[src/rtl/obbsat_pkg.sv]
// Shared constants and types for the oriented-box separating-axis test.
`default_nettype none
package obbsat_pkg;

   // Request command codes
   localparam logic CMD_LOAD = 1'b0;
   localparam logic CMD_TEST = 1'b1;

   // Field widths
   localparam int POS_W  = 24;
   localparam int AXIS_W = 16;
   localparam int SIZE_W = 12;
   localparam int SCL_W  = 16;
   localparam int DIFF_W = POS_W + 1;
   localparam int HALF_W = SIZE_W + SCL_W;

   // Shared multiplier and accumulators
   localparam int MUL_A_W = 33;
   localparam int MUL_B_W = HALF_W + 1;
   localparam int PROD_W  = MUL_A_W + MUL_B_W;
   localparam int DOT_W   = 43;
   localparam int MAG_W   = 41;
   localparam int RAD_W   = 62;
   localparam int SHIFT_W = 15;

   // Accumulator controls from the sequencer to the multiply unit
   typedef struct packed {
      logic dot_load;
      logic dot_add;
      logic rad_load;
      logic rad_add;
   } mac_ctrl_type;

endpackage
`default_nettype wire

[src/rtl/obbsat_mac.sv]
// Shared signed multiplier with a dot-product and a radius accumulator.
`default_nettype none
module obbsat_mac
   import obbsat_pkg::*;
(
   input  wire logic                       clock,
   input  wire logic signed [MUL_A_W-1:0]  mul_a,
   input  wire logic signed [MUL_B_W-1:0]  mul_b,
   input  wire mac_ctrl_type               ctrl,
   output logic signed [PROD_W-1:0]        product,
   output logic [MAG_W-1:0]                dot_mag,
   output logic [RAD_W-1:0]                rad_sum
);

   logic signed [DOT_W-1:0] dot_ff;
   logic signed [DOT_W-1:0] dot_in;
   logic [RAD_W-1:0]        rad_ff;
   logic [RAD_W-1:0]        rad_in;
   logic signed [DOT_W-1:0] dot_abs;

   // Multiply once per cycle
   assign product = mul_a * mul_b;

   // Load or accumulate the two running sums
   always_comb begin
      dot_in = dot_ff;
      rad_in = rad_ff;
      if (ctrl.dot_load) begin
         dot_in = product[DOT_W-1:0];
      end else if (ctrl.dot_add) begin
         dot_in = dot_ff + product[DOT_W-1:0];
      end
      if (ctrl.rad_load) begin
         rad_in = product[RAD_W-1:0];
      end else if (ctrl.rad_add) begin
         rad_in = rad_ff + product[RAD_W-1:0];
      end
   end

   always_ff @(posedge clock) begin
      dot_ff <= dot_in;
      rad_ff <= rad_in;
   end

   // Magnitude of the finished dot product
   assign dot_abs = dot_ff[DOT_W-1] ? -dot_ff : dot_ff;
   assign dot_mag = dot_abs[MAG_W-1:0];
   assign rad_sum = rad_ff;

endmodule
`default_nettype wire

[config.mk]
export PLATFORM = sky130hd
export DESIGN_NAME = obbsat_mac
export DESIGN_NICKNAME = d
export VERILOG_FILES = /design/src/rtl/obbsat_pkg.sv /design/src/rtl/obbsat_mac.sv
export SDC_FILE = /design/constraint.sdc
export NUM_CORES = 2
export LEC_CHECK = 0
export ABC_AREA = 1
export BUFFER_PORTS_ARGS = -buffer_cell sky130_fd_sc_hd__buf_2
export CAP_MARGIN = 20
export CORE_ASPECT_RATIO = 0.8
export CORE_MARGIN = 2
export CORE_UTILIZATION = 60
export CTS_CLUSTER_SIZE = 30
export DETAILED_ROUTE_END_ITERATION = 7
export GPL_TIMING_DRIVEN = 0
export HOLD_SLACK_MARGIN = 0.15
export MAX_ROUTING_LAYER = met4
export PLACE_DENSITY_LB_ADDON = 0.3
export SYNTH_ARGS = -nofsm -noshare
export SYNTH_HDL_FRONTEND = slang
export SYNTH_SLANG_ARGS = --single-unit
[constraint.sdc]
create_clock -name clock -period 16.21 [get_ports clock]
set_input_delay 3.242 -clock clock [delete_from_list [all_inputs] [get_ports clock]]
set_output_delay 3.242 -clock clock [all_outputs]
set_load 0.01 [all_outputs]
After elaboration in Yosys (flattened, before gate mapping) --
Index checks and enable logic that the tools add are counted.
Word-level totals: flip-flop bits (word level) 105, logic and storage cells 13
Cells by class: add/subtract/negate cells 3, $mul 1, muxes and demuxes 5, reductions and logical operators 2
Operator list (number):
- $mux 62 | 2
- $mux 43 | 2
- $add 62x62->62 | 1
- $mul 33x29->62 | 1
- $add 43x43->43 | 1
- $mux 41 | 1
- $neg 41->41 | 1
- $reduce_bool 2->1 | 2

Logic depth before layout (Yosys ltp) --
depth after elaboration 4, depth in mapped cells 47, mapped depth without buffers 45

Worst setup path before layout --
OpenSTA, ideal clock, no wires.
path type input to output, from input mul_b[4], to output product[52], arrival 10.215 ns, data required time 12.968 ns, slack 2.753 ns, cell stages on the path 26, path buffers 2, cell sequence clkbuf_1 -> clkbuf_1 -> nand2_1 -> inv_1 -> fa_1 -> fa_1 -> fa_1 -> fa_1 -> inv_1 -> fa_1 -> inv_1 -> fa_1 -> inv_1 -> fa_1 -> fa_1 -> inv_1 -> ha_1 -> nand2_1 -> nor2_1 -> inv_1 -> nor2_1 -> nand2_1 -> nor4_1 -> nand2_1 -> nand3_1 -> and2_1
On the way: cells in the longest elaborated chain, start to end 1
RTL lines:
- start, declared | line obbsat_mac.sv:8 | input wire logic signed [MUL_B_W-1:0] mul_b,
- $mul 33x29->62 | line obbsat_mac.sv:22 | assign product = mul_a * mul_b;
- end, declared | line obbsat_mac.sv:10 | output logic signed [PROD_W-1:0] product,
Every way passes these cells.

Final worst setup path --
from input mul_b[6], to output product[55]
The elaborated chain is that of the path after synthesis.

==> impl_metrics.env <==
export IMPL_io_pins=232
export IMPL_final_common_cell="nand2_1"
export IMPL_hp_start="rad_sum[61]"
export IMPL_grt_pass1_vias=46900
export IMPL_cts_inserted_buffers=9
export IMPL_cp_top_family="adder cells"
export IMPL_ys_types=46
export IMPL_violations="design-rule violations"
export IMPL_wl_per_cell_um=25.2
export IMPL_rows=94
export IMPL_io_buffers=168
export IMPL_cp_slowest_cell="fa_2"
export IMPL_synth_ff_type="edfxtp_1"
export IMPL_route_detailed_drc=1
export IMPL_status="finished, violations left"
export IMPL_tightest_slew_ns=1.36
export IMPL_clkTransAtPathRegs_ns=0.08
export IMPL_final_seq_area_um2=3150
export IMPL_fin_tns_setup_ns=0
export IMPL_hold_path_class="reg -> reg"
export IMPL_fp_dieH_um=262
export IMPL_cts_sinks=105
export IMPL_clk_latency_ns=0.41
export IMPL_synthCells=6907
export IMPL_initialDrtViolationCount=6730
export IMPL_cts_root_buffer_cell="clkbuf_16"
export IMPL_max_cap_violations=0
export IMPL_final_min_clock_period_ns=15.81
export IMPL_ys_ff_latch=105
export IMPL_r2r_start="rad_sum[20]"
export IMPL_setup_viol=0
export IMPL_end_kind="output pin"
export IMPL_num_fill_cells=7491
export IMPL_start_kind="input port"
export IMPL_htree_levels=3
export IMPL_core_area_um2=82300
export IMPL_gp_congestion=1.10
export IMPL_timing_critical_path_arrival_ns=12.57
export IMPL_crit_required_ns=12.97
export IMPL_grt_pass1_wl_um=300000
export IMPL_path_max_fanout=10
export IMPL_final_cell_mix="1936 x nand2_1, 1869 x inv_1, 1010 x fa_1"
export IMPL_synth_nets=8270
export IMPL_cp_depth=27
export IMPL_avgSynthCellArea_um2=7.23
export IMPL_die_width_um=327
export IMPL_yosys_warnings=0
export IMPL_ant_nets=0
export IMPL_slowest_delay_ns=0.83
export IMPL_cts_setup_buffers=0
export IMPL_rsz0062_at_grt="false"
export IMPL_max_slew_margin=0.0964
export IMPL_antenna_found_initial=10
export IMPL_vias=48000
export IMPL_cts_buffer_depth=2
export IMPL_ff2ff_setup_slack_ns=12.93
export IMPL_routed_wl_um=208000
export IMPL_final_net_count=8465
export IMPL_slew_violations=0
export IMPL_via_per_inst=5.83
export IMPL_start_util=0.607
export IMPL_finalHoldViolations=0
export IMPL_max_freq_ghz=0.0633
export IMPL_netlist_area_um2=49900
export IMPL_multiInputGateArea_um2=38800
export IMPL_layout_drive_gt1_share=0.0462
export IMPL_grt_usage=0.503
export IMPL_cts_tree="yes"
export IMPL_crit_top_cell="fa_1"
export IMPL_critical_path_class="in -> out"
export IMPL_grt_max_degree=48
export IMPL_critPathBufInv=9
export IMPL_async_flop_share=0
export IMPL_clock_skew_ns=0.0161
export IMPL_min_path_cells=4
export IMPL_area_growth_pct=5.62
export IMPL_die_area_um2=85600
export IMPL_dp_hpwl_um=176000
export IMPL_rr_endpoint="rad_sum[55]"
export IMPL_rr_worst_depth=10
export IMPL_synth_edf_count=105
export IMPL_grt_ovfl_total=0
export IMPL_whs_endpoint="rad_sum[61]"
export IMPL_dr_pass1_iters=8
export IMPL_min_period_over_period=0.975
export IMPL_yosysSeqAreaShare=0.0631
==> worst reg2reg max path, delay by kind of cell (launching register included) <==
| kind | cells | cell delay (ns) |
|---|---|---|
| adders and majority gates | 1 | 0.42 |
| AOI/OAI and AO/OA | 2 | 1.01 |
| DFF | 1 | 0.46 |
| and+or+nand+nor | 7 | 1.16 |
==> through the flow <==
step                      utilization  setup slack, ns  hold slack [ns]  instances  instance area (µm²)
after floorplan                     -             2.75            0.700       6907                49900
after global placement          0.634            0.276            0.676       8179                52200
after detailed placement        0.634            0.274            0.675       8183                52200
after CTS                       0.638            0.245            0.699       8198                52500
after global routing            0.641            0.259            0.745       8224                52700
final                           0.641            0.402            0.698       8228                52700
==> metal layers <==
metal	vias to the layer above	global-route usage	part of all wire
met5	-	-	0
met4	0	0.193	0.047
met3	642	0.222	0.18
met2	3810	0.673	0.39
met1	23100	0.668	0.38
li1	20400	-	-
==> registers in the layout, summed over array words and instances, names as in the netlist <==
name and cells:
rad_sum 62, dot_ff 43
==> logic make-up after synthesis <==
family | count (synthesis) | synth area share
flops | 105 | 0.0631
fa+ha+maj | 1296 | 0.477
compound gates | 501 | 0.0538
buf+inv | 2123 | 0.160
xor+xnor | 94 | 0.0183
simple gates | 2788 | 0.228
==> how the worst max path moves through the flow <==
stage,slack [ns],to,from
detailed placement,0.27,product[55],mul_b[7]
floorplan,2.75,product[52],mul_b[4]
CTS,0.24,product[55],mul_b[7]
finish,0.40,product[55],mul_b[6]
global placement,0.28,product[55],mul_b[7]
global route,0.26,product[55],mul_b[6]
==> synth_stat cells (all sizes together), types with 51 or more instances <==
| master | n | area, µm² |
|---|---|---|
| a21oi | 248 | 1260 |
| xor2 | 64 | 651 |
| inv | 1880 | 7060 |
| o21ai | 197 | 990 |
| nand3 | 249 | 1300 |
| nor2 | 414 | 1650 |
| nand4 | 51 | 319 |
| nand2 | 1956 | 7390 |
| ha | 285 | 3570 |
| clkbuf | 213 | 800 |
| edfxtp | 105 | 3150 |
| fa | 1011 | 20200 |
==> cell type report <==
class                           instances  share of cell area
Timing Repair Buffer                  184              0.0207
Buffer                                241              0.0174
Antenna cell                           18            0.000854
Tap cell                             1104              0.0262
Clock inverter                          5             0.00104
Clock buffer                           10             0.00434
Inverter                             1882               0.134
Multi-Input combinational cell       4679               0.736
Sequential cell                       105              0.0598
==> repair_timing <==
action / 4_1_cts / 5_1_grt
setup endpoints to repair: 0 / 6
hold buffers: 0 / 0
gates resized for setup: 0 / 10
Power is left out: the tool's default activity adds up to more than one toggle a clock period on the data nets, which glitch-free logic cannot reach.
